[config.mk]
export PLATFORM = sky130hd
export DESIGN_NAME = row_fir_filter_truncated_border
export DESIGN_NICKNAME = d
export VERILOG_FILES = /design/src/design/rff_pkg.sv /design/src/design/rff_queue.sv /design/src/design/rff_front.sv /design/src/design/rff_back.sv /design/src/design/row_fir_filter_truncated_border.sv
export SDC_FILE = /design/constraint.sdc
export NUM_CORES = 2
export LEC_CHECK = 0
export BUFFER_PORTS_ARGS = -buffer_cell sky130_fd_sc_hd__buf_2
export CAP_MARGIN = 20
export CELL_PAD_IN_SITES_DETAIL_PLACEMENT = 1
export CELL_PAD_IN_SITES_GLOBAL_PLACEMENT = 1
export CORE_ASPECT_RATIO = 0.5
export CORE_MARGIN = 3
export CORE_UTILIZATION = 35
export DETAILED_ROUTE_END_ITERATION = 8
export PLACE_DENSITY = 0.6
export SLEW_MARGIN = 20
export SYNTH_ARGS = -nofsm -noshare
export SYNTH_HDL_FRONTEND = slang
export SYNTH_SLANG_ARGS = --single-unit
export TNS_END_PERCENT = 10
[constraint.sdc]
create_clock -name clk -period 12.6 [get_ports clk]
set_input_delay 0.63 -clock clk [delete_from_list [all_inputs] [get_ports clk]]
set_output_delay 0.63 -clock clk [all_outputs]
set_load 0.02 [all_outputs]
[src/design/rff_pkg.sv]
// Package for the row FIR filter: shared widths, reset values, register codes
// and the job width helper. No dependencies.
`timescale 1ns / 1ps

package rff_pkg;

  localparam int PIX_W       = 16;
  localparam int TAP_W       = 16;
  localparam int ACC_W       = 32;
  localparam int SUM_SHIFT   = 16;
  localparam int NUM_TAPS    = 16;
  localparam int TAP_IW      = 4;
  localparam int NUM_TAP_REG = 4;
  localparam int CFG_W       = 64;
  localparam int CFG_IW      = 3;
  localparam int ROW_WIDTH_W = 13;
  localparam int RADIUS_W    = 3;

  localparam int MAX_RADIUS_DEF = 7;
  localparam int MAX_WIDTH_DEF  = 4096;
  localparam int QUEUE_DEPTH    = 2;

  localparam logic [ROW_WIDTH_W-1:0] ROW_WIDTH_RST = 13'd640;
  localparam logic [RADIUS_W-1:0]    RADIUS_RST    = 3'd1;

  typedef enum logic [CFG_IW-1:0] {
    CFG_ROW_WIDTH  = 3'd0,
    CFG_RADIUS     = 3'd1,
    CFG_TAPS_0_3   = 3'd2,
    CFG_TAPS_4_7   = 3'd3,
    CFG_TAPS_8_11  = 3'd4,
    CFG_TAPS_12_15 = 3'd5
  } cfg_idx_t;

  typedef logic [NUM_TAPS-1:0][TAP_W-1:0] taps_t;

  // window + column + first/last column + end flag + radius
  function automatic int job_width(input int max_radius, input int max_width);
    job_width = (2 * max_radius + 1) * PIX_W + 3 * $clog2(max_width) + 1
                + $clog2(max_radius + 1);
  endfunction

endpackage

[src/design/rff_queue.sv]
// Short job queue between the filter front and back ends.
// Depends on rff_pkg for the default depth.
`timescale 1ns / 1ps

module rff_queue #(
  parameter int DW    = 8,
  parameter int DEPTH = rff_pkg::QUEUE_DEPTH
) (
  input  logic          clk,
  input  logic          rst_n,
  input  logic          push,
  input  logic [DW-1:0] push_data,
  output logic          full,
  input  logic          pop,
  output logic          valid,
  output logic [DW-1:0] head_data
);

  localparam int PW = $clog2(DEPTH);

  logic [DW-1:0] entry_r [DEPTH];
  logic [PW-1:0] wr_ptr_r, rd_ptr_r;
  logic [PW:0]   count_r;

  assign full      = count_r == (PW+1)'(DEPTH);
  assign valid     = count_r != '0;
  assign head_data = entry_r[rd_ptr_r];

  always_ff @(posedge clk) begin
    if (push) begin
      entry_r[wr_ptr_r] <= push_data;
    end
  end

  always_ff @(posedge clk) begin
    if (!rst_n) begin
      wr_ptr_r <= '0;
      rd_ptr_r <= '0;
      count_r  <= '0;
    end else begin
      if (push) begin
        wr_ptr_r <= wr_ptr_r + 1'b1;
      end
      if (pop) begin
        rd_ptr_r <= rd_ptr_r + 1'b1;
      end
      count_r <= count_r + (PW+1)'(push) - (PW+1)'(pop);
    end
  end

`ifndef NO_ASSERTIONS
  a_no_overflow: assert property (@(posedge clk) disable iff (!rst_n)
    push |-> !full || pop) else $error("queue push while full");
  a_no_underflow: assert property (@(posedge clk) disable iff (!rst_n)
    pop |-> valid) else $error("queue pop while empty");
  a_count_range: assert property (@(posedge clk) disable iff (!rst_n)
    count_r <= (PW+1)'(DEPTH)) else $error("queue count out of range");
`endif

endmodule

[src/design/rff_front.sv]
// Filter front end: takes pixel beats, keeps the pixel window and column
// count, and queues one job per pixel that produces results. Uses rff_pkg.
`timescale 1ns / 1ps

module rff_front #(
  parameter int MAX_RADIUS = rff_pkg::MAX_RADIUS_DEF,
  parameter int MAX_WIDTH  = rff_pkg::MAX_WIDTH_DEF,
  parameter int JW         = rff_pkg::job_width(MAX_RADIUS, MAX_WIDTH)
) (
  input  logic                             clk,
  input  logic                             rst_n,
  input  logic                             in_tvalid,
  output logic                             in_tready,
  input  logic [rff_pkg::PIX_W-1:0]        in_tdata,   // [15:0] pixel
  input  logic [rff_pkg::ROW_WIDTH_W-1:0]  row_width,
  input  logic [rff_pkg::RADIUS_W-1:0]     radius,
  input  logic                             q_full,
  output logic                             push,
  output logic [JW-1:0]                    job_data
);

  localparam int WD = 2 * MAX_RADIUS + 1;
  localparam int CW = $clog2(MAX_WIDTH);
  localparam int RW = $clog2(MAX_RADIUS + 1);

  typedef struct packed {
    logic [WD-1:0][rff_pkg::PIX_W-1:0] win;
    logic [CW-1:0]                     c;
    logic [CW-1:0]                     xf;
    logic [CW-1:0]                     xl;
    logic                              ends;
    logic [RW-1:0]                     r;
  } job_t;

  logic [WD-1:0][rff_pkg::PIX_W-1:0] win_r, win_nxt;
  logic [CW-1:0]                     col_r, col_nxt;
  logic                              accept;
  logic [RW-1:0]                     r_eff;
  logic [31:0]                       w_eff;
  logic                              ends;
  logic                              has_result;
  job_t                              job;

  assign in_tready = !q_full;
  assign accept    = in_tvalid && !q_full;

  always_comb begin
    r_eff = (32'(radius) > 32'(MAX_RADIUS)) ? RW'(MAX_RADIUS) : RW'(radius);
    w_eff = (row_width == '0 || 32'(row_width) > 32'(MAX_WIDTH)) ?
            32'(MAX_WIDTH) : 32'(row_width);
    ends       = 32'(col_r) + 32'd1 >= w_eff;
    has_result = col_r >= CW'(r_eff);
    col_nxt    = ends ? '0 : col_r + 1'b1;

    win_nxt[0] = in_tdata;
    for (int k = 1; k < WD; k++) begin
      win_nxt[k] = win_r[k-1];
    end

    job.win  = win_nxt;
    job.c    = col_r;
    job.xf   = has_result ? col_r - CW'(r_eff) : '0;
    job.xl   = ends ? col_r : job.xf;
    job.ends = ends;
    job.r    = r_eff;
  end

  assign push     = accept && (ends || has_result);
  assign job_data = job;

  always_ff @(posedge clk) begin
    if (accept) begin
      win_r <= win_nxt;
    end
  end

  always_ff @(posedge clk) begin
    if (!rst_n) begin
      col_r <= '0;
    end else if (accept) begin
      col_r <= col_nxt;
    end
  end

endmodule

[src/design/rff_back.sv]
// Filter back end: pops jobs and runs one multiply-accumulate per tap for
// each result column, then hands results to the output register. Uses rff_pkg.
`timescale 1ns / 1ps

module rff_back #(
  parameter int MAX_RADIUS = rff_pkg::MAX_RADIUS_DEF,
  parameter int MAX_WIDTH  = rff_pkg::MAX_WIDTH_DEF,
  parameter int JW         = rff_pkg::job_width(MAX_RADIUS, MAX_WIDTH)
) (
  input  logic                       clk,
  input  logic                       rst_n,
  input  logic                       q_valid,
  input  logic [JW-1:0]              q_data,
  output logic                       pop,
  input  rff_pkg::taps_t             taps,
  output logic                       out_tvalid,
  input  logic                       out_tready,
  output logic [rff_pkg::PIX_W-1:0]  out_tdata,  // [15:0] filtered
  output logic                       out_tlast
);

  localparam int WD = 2 * MAX_RADIUS + 1;
  localparam int CW = $clog2(MAX_WIDTH);
  localparam int RW = $clog2(MAX_RADIUS + 1);
  localparam int AW = $clog2(WD);

  typedef struct packed {
    logic [WD-1:0][rff_pkg::PIX_W-1:0] win;
    logic [CW-1:0]                     c;
    logic [CW-1:0]                     xf;
    logic [CW-1:0]                     xl;
    logic                              ends;
    logic [RW-1:0]                     r;
  } job_t;

  typedef enum logic [3:0] {
    S_IDLE = 4'b0001,
    S_MAC  = 4'b0010,
    S_SUM  = 4'b0100,
    S_PUSH = 4'b1000
  } state_t;

  state_t                        state_r, state_nxt;
  job_t                          job_r, job_nxt;
  logic [CW-1:0]                 x_r, x_nxt;
  logic [RW:0]                   j_r, j_nxt;
  logic [rff_pkg::ACC_W-1:0]     acc_r, acc_nxt;
  logic [rff_pkg::ACC_W-1:0]     prod_r, prod_nxt;
  logic                          pv_r, pv_nxt;
  logic                          ov_r, ov_nxt;
  logic [rff_pkg::PIX_W-1:0]     od_r, od_nxt;
  logic                          ol_r, ol_nxt;

  logic [RW-1:0]                 d, lo;
  logic [RW:0]                   hi, age, two_r;
  logic                          tap_ok;
  logic [rff_pkg::PIX_W-1:0]     pix;
  logic [rff_pkg::TAP_W-1:0]     tap;
  logic                          out_free, at_last;

  assign out_tvalid = ov_r;
  assign out_tdata  = od_r;
  assign out_tlast  = ol_r;

  // tap j of column x reads the pixel of age d + r - j
  always_comb begin
    d      = RW'(job_r.c - x_r);
    lo     = (x_r < CW'(job_r.r)) ? job_r.r - x_r[RW-1:0] : '0;
    hi     = {1'b0, d} + {1'b0, job_r.r};
    age    = hi - j_r;
    two_r  = {job_r.r, 1'b0};
    tap_ok = j_r >= {1'b0, lo} && j_r <= hi;
    pix    = tap_ok ? job_r.win[AW'(age)] : '0;
    tap    = taps[rff_pkg::TAP_IW'(j_r)];
  end

  assign out_free = !ov_r || out_tready;
  assign at_last  = x_r == job_r.xl;

  always_comb begin
    state_nxt = state_r;
    job_nxt   = job_r;
    x_nxt     = x_r;
    j_nxt     = j_r;
    acc_nxt   = pv_r ? acc_r + prod_r : acc_r;
    pv_nxt    = state_r == S_MAC;
    prod_nxt  = rff_pkg::ACC_W'(pix) * rff_pkg::ACC_W'(tap);
    ov_nxt    = ov_r && !out_tready;
    od_nxt    = od_r;
    ol_nxt    = ol_r;
    pop       = 1'b0;
    case (state_r)
      S_IDLE: begin
        if (q_valid) begin
          pop       = 1'b1;
          job_nxt   = q_data;
          x_nxt     = job_nxt.xf;
          j_nxt     = '0;
          acc_nxt   = '0;
          state_nxt = S_MAC;
        end
      end
      S_MAC: begin
        if (j_r == two_r) begin
          state_nxt = S_SUM;
        end else begin
          j_nxt = j_r + 1'b1;
        end
      end
      S_SUM: begin
        state_nxt = S_PUSH;
      end
      S_PUSH: begin
        if (out_free) begin
          ov_nxt = 1'b1;
          od_nxt = acc_r[rff_pkg::SUM_SHIFT +: rff_pkg::PIX_W];
          ol_nxt = job_r.ends && at_last;
          if (at_last) begin
            state_nxt = S_IDLE;
          end else begin
            x_nxt     = x_r + 1'b1;
            j_nxt     = '0;
            acc_nxt   = '0;
            state_nxt = S_MAC;
          end
        end
      end
      default: begin
        state_nxt = S_IDLE;
      end
    endcase
  end

  always_ff @(posedge clk) begin
    job_r  <= job_nxt;
    x_r    <= x_nxt;
    j_r    <= j_nxt;
    acc_r  <= acc_nxt;
    prod_r <= prod_nxt;
    od_r   <= od_nxt;
    ol_r   <= ol_nxt;
  end

  always_ff @(posedge clk) begin
    if (!rst_n) begin
      state_r <= S_IDLE;
      pv_r    <= 1'b0;
      ov_r    <= 1'b0;
    end else begin
      state_r <= state_nxt;
      pv_r    <= pv_nxt;
      ov_r    <= ov_nxt;
    end
  end

`ifndef NO_ASSERTIONS
  a_tap_range: assert property (@(posedge clk) disable iff (!rst_n)
    state_r == S_MAC |-> j_r <= two_r) else $error("tap counter overrun");
  a_col_range: assert property (@(posedge clk) disable iff (!rst_n)
    state_r != S_IDLE |-> x_r <= job_r.xl) else $error("column past job end");
  a_sum_drained: assert property (@(posedge clk) disable iff (!rst_n)
    state_r == S_PUSH |-> !pv_r) else $error("product pending at push");
  a_out_held: assert property (@(posedge clk) disable iff (!rst_n)
    $past(rst_n) && $fell(ov_r) |-> $past(out_tready))
    else $error("result dropped");
`endif

endmodule

[src/design/row_fir_filter_truncated_border.sv]
// Row FIR filter, truncated border: top level with configuration registers.
// Instantiates rff_front, rff_queue and rff_back; uses rff_pkg.
`timescale 1ns / 1ps

// Each pixel beat is taken by the front end and, if it yields results,
// queued as a job (two-entry queue). The back end has one
// multiply-accumulate unit, which runs one product per tap for each result;
// a row's last pixel yields up to radius+1 results. The front end keeps
// taking pixels while the back end works on earlier jobs, until the queue
// is full, and the back end waits while out_tready stays low.
// Pixels at the start of a row that yield no result are not queued.
// in_tready drops while the job queue is full. Results lag input by radius
// pixels; the final result of a row carries out_tlast. Configuration writes
// must happen while idle.
module row_fir_filter_truncated_border #(
  parameter int MAX_RADIUS = rff_pkg::MAX_RADIUS_DEF,
  parameter int MAX_WIDTH  = rff_pkg::MAX_WIDTH_DEF
) (
  input  logic                         clk,
  input  logic                         rst_n,
  input  logic                         in_tvalid,
  output logic                         in_tready,
  input  logic [rff_pkg::PIX_W-1:0]    in_tdata,    // [15:0] pixel
  output logic                         out_tvalid,
  input  logic                         out_tready,
  output logic [rff_pkg::PIX_W-1:0]    out_tdata,   // [15:0] filtered
  output logic                         out_tlast,
  input  logic                         cfg_wr_en,
  input  logic [rff_pkg::CFG_IW-1:0]   cfg_index,
  input  logic [rff_pkg::CFG_W-1:0]    cfg_wdata
);

  localparam int JW = rff_pkg::job_width(MAX_RADIUS, MAX_WIDTH);

  logic [rff_pkg::ROW_WIDTH_W-1:0]  row_width_r;
  logic [rff_pkg::RADIUS_W-1:0]     radius_r;
  logic [rff_pkg::CFG_W-1:0]        tap_reg_r [rff_pkg::NUM_TAP_REG];
  rff_pkg::taps_t                   taps;

  logic          q_push, q_full, q_pop, q_valid;
  logic [JW-1:0] q_in, q_head;

  assign taps = {tap_reg_r[3], tap_reg_r[2], tap_reg_r[1], tap_reg_r[0]};

  always_ff @(posedge clk) begin
    if (!rst_n) begin
      row_width_r <= rff_pkg::ROW_WIDTH_RST;
      radius_r    <= rff_pkg::RADIUS_RST;
      for (int k = 0; k < rff_pkg::NUM_TAP_REG; k++) begin
        tap_reg_r[k] <= '0;
      end
    end else if (cfg_wr_en) begin
      case (cfg_index)
        rff_pkg::CFG_ROW_WIDTH:  row_width_r  <= cfg_wdata[rff_pkg::ROW_WIDTH_W-1:0];
        rff_pkg::CFG_RADIUS:     radius_r     <= cfg_wdata[rff_pkg::RADIUS_W-1:0];
        rff_pkg::CFG_TAPS_0_3:   tap_reg_r[0] <= cfg_wdata;
        rff_pkg::CFG_TAPS_4_7:   tap_reg_r[1] <= cfg_wdata;
        rff_pkg::CFG_TAPS_8_11:  tap_reg_r[2] <= cfg_wdata;
        rff_pkg::CFG_TAPS_12_15: tap_reg_r[3] <= cfg_wdata;
        default: begin
        end
      endcase
    end
  end

  rff_front #(
    .MAX_RADIUS (MAX_RADIUS),
    .MAX_WIDTH  (MAX_WIDTH),
    .JW         (JW)
  ) u_front (
    .clk        (clk),
    .rst_n      (rst_n),
    .in_tvalid  (in_tvalid),
    .in_tready  (in_tready),
    .in_tdata   (in_tdata),
    .row_width  (row_width_r),
    .radius     (radius_r),
    .q_full     (q_full),
    .push       (q_push),
    .job_data   (q_in)
  );

  rff_queue #(
    .DW    (JW),
    .DEPTH (rff_pkg::QUEUE_DEPTH)
  ) u_queue (
    .clk       (clk),
    .rst_n     (rst_n),
    .push      (q_push),
    .push_data (q_in),
    .full      (q_full),
    .pop       (q_pop),
    .valid     (q_valid),
    .head_data (q_head)
  );

  rff_back #(
    .MAX_RADIUS (MAX_RADIUS),
    .MAX_WIDTH  (MAX_WIDTH),
    .JW         (JW)
  ) u_back (
    .clk        (clk),
    .rst_n      (rst_n),
    .q_valid    (q_valid),
    .q_data     (q_head),
    .pop        (q_pop),
    .taps       (taps),
    .out_tvalid (out_tvalid),
    .out_tready (out_tready),
    .out_tdata  (out_tdata),
    .out_tlast  (out_tlast)
  );

endmodule

==> results.tsv <==
metric	value	unit
status	completed	
initial antenna violation count	18	
most common cell in the netlist	edfxtp_1	
start point of the critical path	u_back.x_r[0]	
Routed WL	146000	um
Starting Density	35.4	%
number of core rows	110	
Fillers	18100	
DR vias/cell	4.96	
Ports	107	
die height	308	um
Syn Inst Count	4107	
worst clock skew	91.7	ps
NumNets Final	4720	
first-pass GRT wire length	226000	um
number of synthesized flops with an enable pin	1314	
Synth area leaders	edfxtp_1 (62%), fa_1 (6.3%), mux2_2 (5.0%)	
grt met2 use	26.5	%
GRT met3 Usage	2.44	%
post-synthesis cell type count	71	
share of layout cells above drive strength 1	18.0	%
PortBufs	106	
Root Driver	clkbuf_16	
RSZ-0062 raised after global routing	no	
most used routing layer	met2	
slew of the pin with the lowest slew margin	1090	ps
clk slew on worst S/H paths	60	ps
die outline width	610	um
top cell type's share of synthesized area	61.8	%
Longest Clk Path Bufs	4	
WL/cell	21.6	um
Tcrit/Tclk final	87.5	%
All-Layer GR Usage	15.6	%
Worst R2R Setup Slack	1580	ps
DPL Wire Length	93400	um
CP endpoint	u_back.prod_r[30]	
Final setup viols	0	
Area Overhead vs Synth	12.5	%
RePlAce Congestion	0.798	
Worst EP arrival	11660	ps
# Post-CTS Setup Buffers	0	
Worst path slowest cell	fa_4	
GRT Residual Overflow	0	
CP most frequent cell	fa_1	
area leader, netlist	edfxtp_1	
Crit path required time	13240	ps
RR Endpoint	u_back.prod_r[30]	
Setup TNS Final	0	ps
CP Max Fanout	45	
HP Class	in -> reg	
Setup crit start kind	flip-flop	
Mapped Nets	4567	
initial drt markers	2173	
Primary FF master, synth	edfxtp_1	
DRC Markers	0	
R2R depth	34	
ANT nets after route	0	
Ys Warns	0	
die area	188000	um^2
sequential fraction of the synthesis area	65.0	%
CTS Buf Count	143	
fin crit period	11020	ps
CTS tree	yes	
CP peak stage delay	1420	ps
vias in the first global route	36500	
met1 GRT Util	21.1	%
Setup crit end kind	flip-flop	
Yosys reg bits	1417	
asr flop ratio synth	0	%
Max Cap Viol	0	
Slew Limit Fails	0	
syn_area_per_cell	15.6	um^2
Core Region	181000	um^2
critical path type	reg -> reg	
H-tree Lvls	4	
largest net degree at the start of global routing	160	
worst skew pair latency	800	ps
clock sink count	1417	
Final Hold Vio Count	0	
most instantiated cells after synthesis	edfxtp_1 (1314), and2_1 (379), mux2_2 (281), inv_1 (276), nand2_1 (229)	
via count	33500	
post-synthesis cell area	63900	um^2
f_max	0.0907	GHz
drt pass-1 iters	5	
reg-to-reg startpoint	u_back.x_r[0]	
Slew headroom	27.3	%
kinds of logic (layout without fill, tap and decap cells):
group | count (synthesis) | after routing | synth area share [%]
muxes | 478 | 478 | 9.61
buffers and inverters | 453 | 698 | 2.78
xor gates and xnor gates | 104 | 104 | 1.43
DFF | 1417 | 1417 | 65.0
adders and majority gates | 372 | 372 | 9.64
AOI/OAI and AO/OA | 377 | 377 | 4.13
other | 0 | 3 | 0
and+or+nand+nor | 906 | 906 | 7.41
worst min path at each step:
| stage | slack, ps | startpoint | depth (start not counted) | to |
|---|---|---|---|---|
| floorplan | 420 | u_front.job_data[264] | 0 | u_queue.entry_r[0][264] |
| global placement | 420 | u_front.job_data[272] | 0 | u_queue.entry_r[0][272] |
| detailed placement | 430 | u_front.job_data[270] | 0 | u_queue.entry_r[1][270] |
| CTS | 0.7 | in_tdata[0] | 1 | u_queue.entry_r[1][40] |
| global route | 9 | in_tdata[15] | 1 | u_front.job_data[71] |
| finish | 60 | in_tdata[1] | 1 | u_queue.entry_r[1][41] |
final cells by class:
type	instances	area [um^2]	share of cell area, %
inverter	277	1050	1.47
sequential	1417	41500	57.8
clock inverter	58	531	0.738
antenna	3	7.51	0.0104
multi-input combinational	2237	20800	29.0
timing repair buffer	184	1170	1.63
clock buffer	179	3740	5.21
tap	2408	3010	4.19
through the flow:
| step | util [%] | std cells | setup WS [ps] | hold slack, ps | instance area [um^2] |
|---|---|---|---|---|---|
| final | 39.8 | 6763 | 1580 | 56.2 | 71900 |
| after global routing | 39.8 | 6762 | 919 | 8.52 | 71900 |
| after CTS | 39.8 | 6759 | 1300 | 0.688 | 71800 |
| after detailed placement | 37.4 | 6517 | 1420 | 433 | 67500 |
| after global placement | 37.4 | 6517 | 1470 | 425 | 67500 |
| after floorplan | - | 4107 | 3350 | 421 | 63900 |
what timing repair did:
item / 4_1_cts / 5_1_grt
resized for setup: 0 / 0
hold buffers: 5 / 1
hold endpoints to repair: 15 / 2
worst max-delay path: cells and delay by family (launching register included):
kind / cells / cell delay [ps]
compound gates: 8 / 2240
xor+xnor: 1 / 140
fa+ha+maj: 11 / 5960
buf+inv: 8 / 680
flops: 1 / 460
simple gates: 6 / 1260
per-layer routing:
| metal | wire, um | vias to the layer above | part of all wire [%] |
|---|---|---|---|
| li1 | - | 15300 | - |
| met1 | 67100 | 17600 | 46 |
| met2 | 71200 | 512 | 49 |
| met3 | 5140 | 215 | 3.5 |
| met4 | 2880 | 0 | 2.0 |
| met5 | 0 | - | 0 |
state kept, by name (all words and copies together), names as in the netlist, 13 cells and up, named ones only:
| register | count |
|---|---|
| row_width_r | 13 |
| tap_reg_r | 256 |
| u_back.acc_r | 32 |
| u_back.job_r | 259 |
| u_back.out_tdata | 16 |
| u_back.prod_r | 32 |
| u_front.job_data | 224 |
| u_queue.entry_r | 542 |
cells in the final DEF (no fill, tap or decap), drive strengths merged, types with 55 or more instances in the layout:
master	instances
a211oi	55
a21oi	95
and2	379
buf	178
clkbuf	179
dfxtp	103
edfxtp	1314
fa	200
ha	172
inv	282
mux2	281
mux2i	117
mux4	80
nand2	229
nor2	138
o21ai	58
xnor2	76
Power is not shown: default switching activity piles up to over one toggle a cycle in this logic, so the estimate is an artifact.
